$ cat config.mk
export PLATFORM = sky130hd
export DESIGN_NAME = ordered_queue_indexed_removal_flat
export DESIGN_NICKNAME = d
export VERILOG_FILES = /design/src/design/oqir_pkg.sv /design/src/design/oqir_chan_if.sv /design/src/design/oqir_ctrl.sv /design/src/design/oqir_dpath.sv /design/src/design/ordered_queue_indexed_removal.sv /design/src/flat_wrapper.sv
export SDC_FILE = /design/constraint.sdc
export NUM_CORES = 2
export LEC_CHECK = 0
export BUFFER_PORTS_ARGS = -buffer_cell sky130_fd_sc_hd__buf_2
export CORE_MARGIN = 2
export CORE_UTILIZATION = 25
export DETAILED_ROUTE_END_ITERATION = 10
export SYNTH_ARGS = -nofsm -noshare
export SYNTH_HDL_FRONTEND = slang
export SYNTH_SLANG_ARGS = --single-unit
$ cat constraint.sdc
create_clock -name clk -period 18.5 [get_ports clk]
set_input_delay 3.7 -clock clk [delete_from_list [all_inputs] [get_ports clk]]
set_output_delay 3.7 -clock clk [all_outputs]
set_load 0.05 [all_outputs]
$ cat src/design/oqir_pkg.sv
// oqir_pkg: shared widths, codes and item types for the ordered queue block.
// No dependencies; compiled first.
package oqir_pkg;

	localparam int DEPTH_DEFAULT = 16;
	localparam int CAP_W         = 5;
	localparam int CMD_W         = 2;
	localparam int POS_W         = 4;
	localparam int NAME_W        = 32;
	localparam int ID_W          = 37;
	localparam int OCC_OUT_W     = 5;

	localparam logic [CAP_W-1:0] CAP_RESET = 5'd16;

	typedef enum logic [CMD_W-1:0] {
		CMD_ENQ    = 2'd0,
		CMD_DEQ    = 2'd1,
		CMD_REMOVE = 2'd2,
		CMD_NOP    = 2'd3
	} cmd_code_t;

	typedef enum logic [1:0] {
		ST_DONE  = 2'd0,
		ST_FULL  = 2'd1,
		ST_EMPTY = 2'd2,
		ST_RANGE = 2'd3
	} status_code_t;

	typedef enum logic {
		FSM_EMPTY = 1'b0,
		FSM_HOLD  = 1'b1
	} ctl_state_t;

	typedef struct packed {
		logic [CMD_W-1:0]  command;
		logic [POS_W-1:0]  position;
		logic [NAME_W-1:0] name_handle;
		logic [ID_W-1:0]   id_number;
	} cmd_item_t;

	typedef struct packed {
		logic [1:0]           status;
		logic [NAME_W-1:0]    removed_name;
		logic [ID_W-1:0]      removed_id;
		logic [OCC_OUT_W-1:0] occupancy_after;
		logic                 now_empty;
		logic                 now_full;
	} result_item_t;

	// controller -> datapath
	typedef struct packed {
		logic         exec;
		logic         do_enq;
		logic         do_rem;
		logic         at_pos;
		status_code_t status;
	} dp_cmd_t;

	// datapath -> controller
	typedef struct packed {
		logic empty;
		logic full;
		logic pos_ok;
	} dp_stat_t;

endpackage

$ cat src/design/oqir_chan_if.sv
// oqir_chan_if: valid/ready channel carrying one payload of type T.
// No dependencies; payload type is set where the channel is instantiated.
interface oqir_chan_if #(
	parameter type T = logic
) ();
	logic valid;
	logic ready;
	T     payload;

	modport source (output valid, output payload, input ready);
	modport sink   (input valid, input payload, output ready);
endinterface

$ cat src/design/oqir_ctrl.sv
// oqir_ctrl: controller FSM - handshakes, command decode and status choice.
// Depends on oqir_pkg.
module oqir_ctrl (
	input  logic                         clk,
	input  logic                         arst_n,
	input  logic                         req_valid,
	output logic                         req_ready,
	input  logic [oqir_pkg::CMD_W-1:0]   req_command,
	output logic                         rsp_valid,
	input  logic                         rsp_ready,
	input  oqir_pkg::dp_stat_t           stat,
	output oqir_pkg::dp_cmd_t            cmd
);
	import oqir_pkg::*;

	ctl_state_t state_q;
	ctl_state_t state_nxt;
	logic       accept;

	always_ff @(posedge clk or negedge arst_n) begin
		if (!arst_n) begin
			state_q <= FSM_EMPTY;
		end else begin
			state_q <= state_nxt;
		end
	end

	always_comb begin
		// result slot is free, or is being emptied this cycle
		req_ready = (state_q == FSM_EMPTY) || rsp_ready;
		rsp_valid = (state_q == FSM_HOLD);
		accept    = req_valid && req_ready;

		cmd        = '0;
		cmd.status = ST_DONE;
		if (accept) begin
			cmd.exec = 1'b1;
			case (cmd_code_t'(req_command))
				CMD_ENQ: begin
					if (stat.full) cmd.status = ST_FULL;
					else           cmd.do_enq = 1'b1;
				end
				CMD_DEQ: begin
					if (stat.empty) cmd.status = ST_EMPTY;
					else            cmd.do_rem = 1'b1;
				end
				CMD_REMOVE: begin
					// empty check takes priority over range check
					if (stat.empty)        cmd.status = ST_EMPTY;
					else if (!stat.pos_ok) cmd.status = ST_RANGE;
					else begin
						cmd.do_rem = 1'b1;
						cmd.at_pos = 1'b1;
					end
				end
				default: ; // no-op code
			endcase
		end

		state_nxt = state_q;
		case (state_q)
			FSM_EMPTY: begin
				if (accept) state_nxt = FSM_HOLD;
			end
			FSM_HOLD: begin
				if (rsp_ready && !accept) state_nxt = FSM_EMPTY;
			end
			default: state_nxt = FSM_EMPTY;
		endcase
	end

endmodule

$ cat src/design/oqir_dpath.sv
// oqir_dpath: entry registers with parallel shift-up, occupancy, capacity
// register and result register. Depends on oqir_pkg.
module oqir_dpath #(
	parameter int DEPTH = oqir_pkg::DEPTH_DEFAULT
) (
	input  logic                          clk,
	input  logic                          arst_n,
	input  oqir_pkg::dp_cmd_t             cmd,
	output oqir_pkg::dp_stat_t            stat,
	input  oqir_pkg::cmd_item_t           item,
	input  logic                          cfg_we,
	input  logic [oqir_pkg::CAP_W-1:0]    cfg_data,
	output oqir_pkg::result_item_t        result
);
	import oqir_pkg::*;

	localparam int OCC_W = $clog2(DEPTH + 1);
	localparam int IDX_W = (DEPTH > 1) ? $clog2(DEPTH) : 1;
	localparam int CMP_W = (OCC_W > CAP_W) ? OCC_W : CAP_W;

	logic [CAP_W-1:0]  cap_q;
	logic [OCC_W-1:0]  occ_q;
	logic [OCC_W-1:0]  occ_nxt;
	logic [NAME_W-1:0] names_q [DEPTH];
	logic [ID_W-1:0]   ids_q [DEPTH];
	result_item_t      res_q;

	logic [CMP_W-1:0]  cap_eff;
	logic [CMP_W-1:0]  occ_cmp;
	logic [CMP_W-1:0]  rem_idx;
	logic [IDX_W-1:0]  rd_idx;
	logic [NAME_W-1:0] rd_name;
	logic [ID_W-1:0]   rd_id;

	always_comb begin
		occ_cmp     = CMP_W'(occ_q);
		// capacity saturates at the number of entries built
		cap_eff     = (CMP_W'(cap_q) > CMP_W'(DEPTH)) ? CMP_W'(DEPTH) : CMP_W'(cap_q);
		stat.empty  = (occ_q == '0);
		stat.full   = (occ_cmp >= cap_eff);
		stat.pos_ok = (CMP_W'(item.position) < occ_cmp);

		rem_idx = cmd.at_pos ? CMP_W'(item.position) : '0;
		rd_idx  = IDX_W'(rem_idx);
		rd_name = names_q[rd_idx];
		rd_id   = ids_q[rd_idx];

		if (cmd.do_enq)      occ_nxt = occ_q + OCC_W'(1);
		else if (cmd.do_rem) occ_nxt = occ_q - OCC_W'(1);
		else                 occ_nxt = occ_q;
	end

	always_ff @(posedge clk or negedge arst_n) begin
		if (!arst_n) begin
			cap_q <= CAP_RESET;
			occ_q <= '0;
		end else begin
			if (cfg_we) cap_q <= cfg_data;
			occ_q <= occ_nxt;
		end
	end

	// entries: tail load on enqueue, every entry at or above the gap
	// takes its upper neighbour on removal
	always_ff @(posedge clk) begin
		for (int i = 0; i < DEPTH; i++) begin
			if (cmd.do_enq && occ_cmp == CMP_W'(i)) begin
				names_q[i] <= item.name_handle;
				ids_q[i]   <= item.id_number;
			end
		end
		for (int i = 0; i < DEPTH - 1; i++) begin
			if (cmd.do_rem && CMP_W'(i) >= rem_idx) begin
				names_q[i] <= names_q[i+1];
				ids_q[i]   <= ids_q[i+1];
			end
		end
	end

	always_ff @(posedge clk) begin
		if (cmd.exec) begin
			res_q.status          <= cmd.status;
			res_q.removed_name    <= cmd.do_rem ? rd_name : '0;
			res_q.removed_id      <= cmd.do_rem ? rd_id : '0;
			res_q.occupancy_after <= OCC_OUT_W'(occ_nxt);
			res_q.now_empty       <= (occ_nxt == '0);
			res_q.now_full        <= (CMP_W'(occ_nxt) >= cap_eff);
		end
	end

	assign result = res_q;

`ifndef NO_ASSERTIONS
	a_occ_bound: assert property (@(posedge clk) disable iff (!arst_n)
		occ_cmp <= CMP_W'(DEPTH))
		else $error("occupancy above depth");

	a_occ_hold: assert property (@(posedge clk) disable iff (!arst_n)
		!cmd.exec |=> $stable(occ_q))
		else $error("occupancy moved without a command");

	a_enq_room: assert property (@(posedge clk) disable iff (!arst_n)
		cmd.do_enq |-> !stat.full && cmd.exec && !cmd.do_rem)
		else $error("enqueue issued while full");

	a_rem_dec: assert property (@(posedge clk) disable iff (!arst_n)
		cmd.do_rem |=> occ_q == $past(occ_q) - OCC_W'(1))
		else $error("removal did not shrink the queue");

	a_rem_valid: assert property (@(posedge clk) disable iff (!arst_n)
		cmd.do_rem && cmd.at_pos |-> stat.pos_ok && !stat.empty)
		else $error("removal at a position not held");
`endif

endmodule

$ cat src/design/ordered_queue_indexed_removal.sv
// Ordered queue with indexed removal: enqueue at tail, remove head, remove at
// any position with compaction. The result is valid in the cycle after the
// request transfer. One command per cycle unless a held result is stalled;
// entries at or above the gap load from their upper neighbour in parallel.
// Reset (arst_n low, asynchronous): queue empty, capacity 16, no result held.
// Entry contents are not cleared; only entries below the occupancy are read.
module ordered_queue_indexed_removal #(
	parameter int DEPTH = oqir_pkg::DEPTH_DEFAULT
) (
	input logic         clk,
	input logic         arst_n,
	oqir_chan_if.sink   request,
	oqir_chan_if.source response,
	oqir_chan_if.sink   cfg
);
	import oqir_pkg::*;

	dp_cmd_t      dp_cmd;
	dp_stat_t     dp_stat;
	result_item_t result;
	logic         req_ready;
	logic         rsp_valid;

	// Capacity writes are always taken; the user must write only while idle,
	// so a write never races a command in flight. The block does not enforce it.
	assign cfg.ready = 1'b1;

	// Controller: owns the result slot state, decides each command's
	// outcome from the datapath flags and issues the datapath strobes.
	oqir_ctrl u_ctrl (
		.clk         (clk),
		.arst_n      (arst_n),
		.req_valid   (request.valid),
		.req_ready   (req_ready),
		.req_command (request.payload.command),
		.rsp_valid   (rsp_valid),
		.rsp_ready   (response.ready),
		.stat        (dp_stat),
		.cmd         (dp_cmd)
	);

	// Datapath: entry row, occupancy counter, capacity register and the
	// output register that holds the result while the response is stalled.
	oqir_dpath #(
		.DEPTH (DEPTH)
	) u_dpath (
		.clk      (clk),
		.arst_n   (arst_n),
		.cmd      (dp_cmd),
		.stat     (dp_stat),
		.item     (request.payload),
		.cfg_we   (cfg.valid),
		.cfg_data (cfg.payload),
		.result   (result)
	);

	assign request.ready    = req_ready;
	assign response.valid   = rsp_valid;
	assign response.payload = result;

endmodule

$ cat src/flat_wrapper.sv
// flat-port wrapper written by rule: the top's interface ports become plain ports
module ordered_queue_indexed_removal_flat import oqir_pkg::*;
#(
	parameter int DEPTH = oqir_pkg::DEPTH_DEFAULT
)
  (clk, arst_n, request_valid, request_payload, request_ready, response_valid, response_payload, response_ready, cfg_valid, cfg_payload, cfg_ready);
  oqir_chan_if #(.T(cmd_item_t)) request_i ();
  oqir_chan_if #(.T(result_item_t)) response_i ();
  oqir_chan_if #(.T(logic [CAP_W-1:0])) cfg_i ();
  input logic clk;
  input logic arst_n;
  input wire logic [$bits(request_i.valid)-1:0] request_valid;
  input wire logic [$bits(request_i.payload)-1:0] request_payload;
  output wire logic [$bits(request_i.ready)-1:0] request_ready;
  output wire logic [$bits(response_i.valid)-1:0] response_valid;
  output wire logic [$bits(response_i.payload)-1:0] response_payload;
  input wire logic [$bits(response_i.ready)-1:0] response_ready;
  input wire logic [$bits(cfg_i.valid)-1:0] cfg_valid;
  input wire logic [$bits(cfg_i.payload)-1:0] cfg_payload;
  output wire logic [$bits(cfg_i.ready)-1:0] cfg_ready;
  assign request_i.valid = request_valid;
  assign request_i.payload = request_payload;
  assign request_ready = request_i.ready;
  assign response_valid = response_i.valid;
  assign response_payload = response_i.payload;
  assign response_i.ready = response_ready;
  assign cfg_i.valid = cfg_valid;
  assign cfg_i.payload = cfg_payload;
  assign cfg_ready = cfg_i.ready;
  ordered_queue_indexed_removal #(.DEPTH(DEPTH)) u_core (.clk(clk), .arst_n(arst_n), .request(request_i), .response(response_i), .cfg(cfg_i));
endmodule
==> run summary <==
OUTCOME
------------------------------------------------------------------------------------
Status                                                                  finished, final reports clean

STA
------------------------------------------------------------------------------------
Final Hold Fails                                                                   0
# setup viols final                                                                0
Setup TNS after final layout                                                    0 ns
Pin slew with the least headroom to its limit                                1.23 ns
Post-layout worst setup margin                                               9.54 ns
Post-Route Hold Slack                                                       0.513 ns
Slew margin rel.                                                               17.7%
Unrepaired setup endpoints after global routing                                   no
Final period util                                                              48.4%
Final slew viol count                                                              0
Fin crit period                                                              8.96 ns
Max Clock Freq                                                             0.112 GHz
Final Skew                                                                 0.0288 ns

GLOBAL ROUTING
------------------------------------------------------------------------------------
Vias in the first global route                                                 41700
Maximum number of pins on one net before global-route repair                     232
Global-route wire length before repair                                     294000 um
Antenna violations before repair                                                  24
GR Util All Layers                                                             16.5%
Total gr overflow                                                                  0

FLOORPLAN
------------------------------------------------------------------------------------
Overall die height                                                            488 um
Io pins                                                                          166
Die W                                                                         488 um
Starting Density                                                               25.2%
Number of placement rows                                                         177
Area of the core                                                         233000 um^2
Die outline area                                                         238000 um^2

PLACED DESIGN
------------------------------------------------------------------------------------
Global placement routability congestion                                        0.826
Placed cells                                                                    7883
Number of input and output port buffers inserted                                 164
Setup Slack @ Placement                                                      9.01 ns
HPWL reported at the end of detailed placement                             114000 um

WORST SETUP PATH
------------------------------------------------------------------------------------
Number of cells on the critical path                                              12
Buf+Inv Stages, Crit Path                                                          5
Endpoint kind of the worst setup timing path                                    flop
Max Fanout on Critical Path                                                      231
Data required time of the worst path                                        19.10 ns
Kind of critical path                                                   primary input to flop
Worst R2R End                                                           u_core.u_dpath.ids_q[15][24]$_DFFE_PP_
Critical-path cell list                                                 buf_2 -> nand2b_1 -> nand2_1 -> inv_4 -> nand4_1 -> a2bb2oi_2 -> nand2b_4 -> or3_4 -> buf_4 -> buf_12 -> buf_12 -> and2_1
Worst Setup EP                                                          u_core.u_dpath.ids_q[15][24]$_DFFE_PP_
Highest cell delay on the worst timing path                                  0.90 ns
Family of cells with the greatest summed delay on the critical path     buffers and inverters
Data arrival time at the worst-slack endpoint                                9.56 ns
Launching point of the worst reg2reg path                               u_core.u_dpath.cap_q[4]$_DFFE_PN1P_
Worst setup SP type                                                     primary input
Worst Reg-to-Reg Cells                                                            13
Setup crit start                                                        response_ready
Internal reg-to-reg setup slack                                             11.64 ns
Master of the slowest instance on the critical path                     sky130_fd_sc_hd__buf_4
Critical path's most frequent cell                                      sky130_fd_sc_hd__buf_12

CLOCK NETWORK
------------------------------------------------------------------------------------
Worst-Skew Late Latency                                                      0.75 ns
Cts-stage hold buffer count                                                        0
Clk root buf                                                            sky130_fd_sc_hd__clkbuf_16
CTS tree                                                                         yes
Clock buffer depth                                                                 3
Post-CTS Setup Inserts                                                             0
Number of clock sinks                                                           1193
Htree depth                                                                        3
Clock-pin transition on the worst setup and hold timing paths                0.07 ns
Post-CTS sizing                                                                    0
Clock buffer count from CTS                                                      113

ROUTING
------------------------------------------------------------------------------------
Mean number of vias per cell                                                    5.26
Total iterations of the first detailed-routing run                                 6
Detailed-route wire length per cell                                          25.0 um
Initial drt markers                                                             5134
DR vias                                                                        42600
Post-DRT Antenna Nets                                                              0
Wire length reported by the detailed router                                202000 um
DRC Markers                                                                        0

FINISH
------------------------------------------------------------------------------------
Final core occ                                                                 28.1%
Layout Area Growth over Synthesis                                              11.8%
Most used cells in the layout excluding fill and tap cells              1182 x sky130_fd_sc_hd__edfxtp_1, 1164 x sky130_fd_sc_hd__nand2_1, 624 x sky130_fd_sc_hd__a21o_1, 471 x sky130_fd_sc_hd__a21oi_1, 259 x sky130_fd_sc_hd__mux2i_1
Ratio of cells with drive above 1 in the final layout                          9.99%
NumNets Final                                                                   5063
Most common cell after layout, fill and taps aside                      sky130_fd_sc_hd__edfxtp_1
Non-filler instance count after layout                                          8094

YOSYS
------------------------------------------------------------------------------------
Netlist area before placement                                             58500 um^2
Post-synthesis cell type count                                                    57
Mapped Avg Cell Area                                                       11.6 um^2
Warning count from the yosys run                                                   0
Yosys reg bits                                                                  1193
Post-synthesis sequential area ratio                                           61.2%
Number of flops mapped to enable cells by yosys                                 1182
Share of flip-flops with an asynchronous set or reset after synthesis         0.922%
Cell count after synthesis                                                      5046
Syn_nets                                                                        5154
Leading register cell type out of synthesis                             sky130_fd_sc_hd__edfxtp_1

POWER
------------------------------------------------------------------------------------
Leakage power                                                                26.0 nW
Power Density                                                            106 nW/um^2
Worst supply voltage drop on vdd                                             79.6 uV

MIN PATH
------------------------------------------------------------------------------------
Path category of the worst min-delay check                              flop to flop
Cell depth of the worst min-delay path                                             1

RUN
------------------------------------------------------------------------------------
Max-cap violations                                                                 0

## Yosys cell counts, drive strengths merged, types with 19 or more instances
cell / count / area (um^2)
and2: 144 / 901
or3: 72 / 450
o221ai: 137 / 1200
nand3: 45 / 225
a21oi: 472 / 2360
a32oi: 50 / 438
clkbuf: 215 / 807
o22ai: 39 / 244
a31oi: 71 / 444
and4: 19 / 166
and3: 52 / 325
edfxtp: 1182 / 35500
o21ai: 68 / 340
a21o: 624 / 4680
nor2: 19 / 73.8
buf: 245 / 1640
ha: 23 / 288
nand2: 1168 / 4380
mux2: 54 / 608
mux2i: 259 / 2590
## metrics by stage
| step | instance area, um^2 | power (mW) |
|---|---|---|
| 2_1_floorplan | 58500 | 4.31 |
| 3_3_place_gp | 61800 | 4.62 |
| 3_5_place_dp | 61800 | 4.65 |
| 4_1_cts | 65300 | 6.95 |
| 5_1_grt | 65400 | 7.16 |
| 6_report | 65400 | 6.93 |
## sequential cells by signal, indices dropped and copies added (netlist names)
signal / flops
u_core.u_dpath.occ_cmp: 5
u_core.u_dpath.result: 78
u_core.u_dpath.ids_q: 592
u_core.u_dpath.cap_q: 5
u_core.u_ctrl.rsp_valid: 1
u_core.u_dpath.names_q: 512
## worst min path at each step
stage	from	to
2_1_floorplan	u_core.u_dpath.cap_q[0]$_DFFE_PN0P_	u_core.u_dpath.cap_q[0]$_DFFE_PN0P_
3_3_place_gp	u_core.u_dpath.cap_q[0]$_DFFE_PN0P_	u_core.u_dpath.cap_q[0]$_DFFE_PN0P_
3_5_place_dp	u_core.u_dpath.cap_q[1]$_DFFE_PN0P_	u_core.u_dpath.cap_q[1]$_DFFE_PN0P_
4_1_cts	u_core.u_dpath.cap_q[1]$_DFFE_PN0P_	u_core.u_dpath.cap_q[1]$_DFFE_PN0P_
5_1_grt	u_core.u_dpath.cap_q[0]$_DFFE_PN0P_	u_core.u_dpath.cap_q[0]$_DFFE_PN0P_
6_report	u_core.u_dpath.cap_q[1]$_DFFE_PN0P_	u_core.u_dpath.cap_q[1]$_DFFE_PN0P_
## area by class of cell
class | instances | area, um^2
fillers | 23900 | 167000
flip-flops and latches | 1193 | 35800
multi-input cells | 3379 | 20600
well taps | 3043 | 3810
clock buffers | 136 | 2980
repair buffers | 254 | 1600
clock inverters | 67 | 568
inverters | 14 | 55.1
diodes | 8 | 20.0
## power by group
group	switching [mW]	internal, mW	total (mW)	leakage, nW
clock network	1.07	1.26	2.32	1.71
logic	0.848	0.369	1.22	13.2
registers	0.101	3.29	3.39	11.1
total	2.02	4.91	6.93	26.0
## cell families (layout without fill, tap and decap cells)
group / count (synthesis) / after routing / share of synthesized area, %
other: 1 / 9 / 0.00641
DFF: 1193 / 1193 / 61.2
adders and majority gates: 23 / 23 / 0.492
AOI/OAI and AO/OA: 1485 / 1485 / 17.0
muxes: 313 / 313 / 5.47
xor gates and xnor gates: 3 / 3 / 0.0449
and+or+nand+nor: 1554 / 1554 / 11.6
buffers and inverters: 474 / 471 / 4.27
## worst reg2reg max path: stages, from the launching register on
cell and delay, ns:
sky130_fd_sc_hd__dfstp_2 0.54, sky130_fd_sc_hd__inv_1 0.10, sky130_fd_sc_hd__nand2_1 0.12, sky130_fd_sc_hd__ha_1 0.25, sky130_fd_sc_hd__a21oi_1 0.15, sky130_fd_sc_hd__o21ai_0 0.20
sky130_fd_sc_hd__a31o_2 0.35, sky130_fd_sc_hd__or4_4 0.71, sky130_fd_sc_hd__nand2b_4 0.58, sky130_fd_sc_hd__or3_4 0.63, sky130_fd_sc_hd__buf_4 0.92, sky130_fd_sc_hd__buf_12 0.69
sky130_fd_sc_hd__buf_12 0.94, sky130_fd_sc_hd__and2_1 0.54
## per-layer routing
metal / part of all wire (%) / track usage [%] / wire, um / up-vias
met5: 0.048 / 0 / 97 / -
met4: 4.4 / 7.56 / 8890 / 16
met3: 8.1 / 2.35 / 16400 / 374
met2: 49 / 28.3 / 99000 / 2046
met1: 38 / 20.4 / 77900 / 21700
li1: - / - / - / 18400
Power figures use the tool's default switching activity.
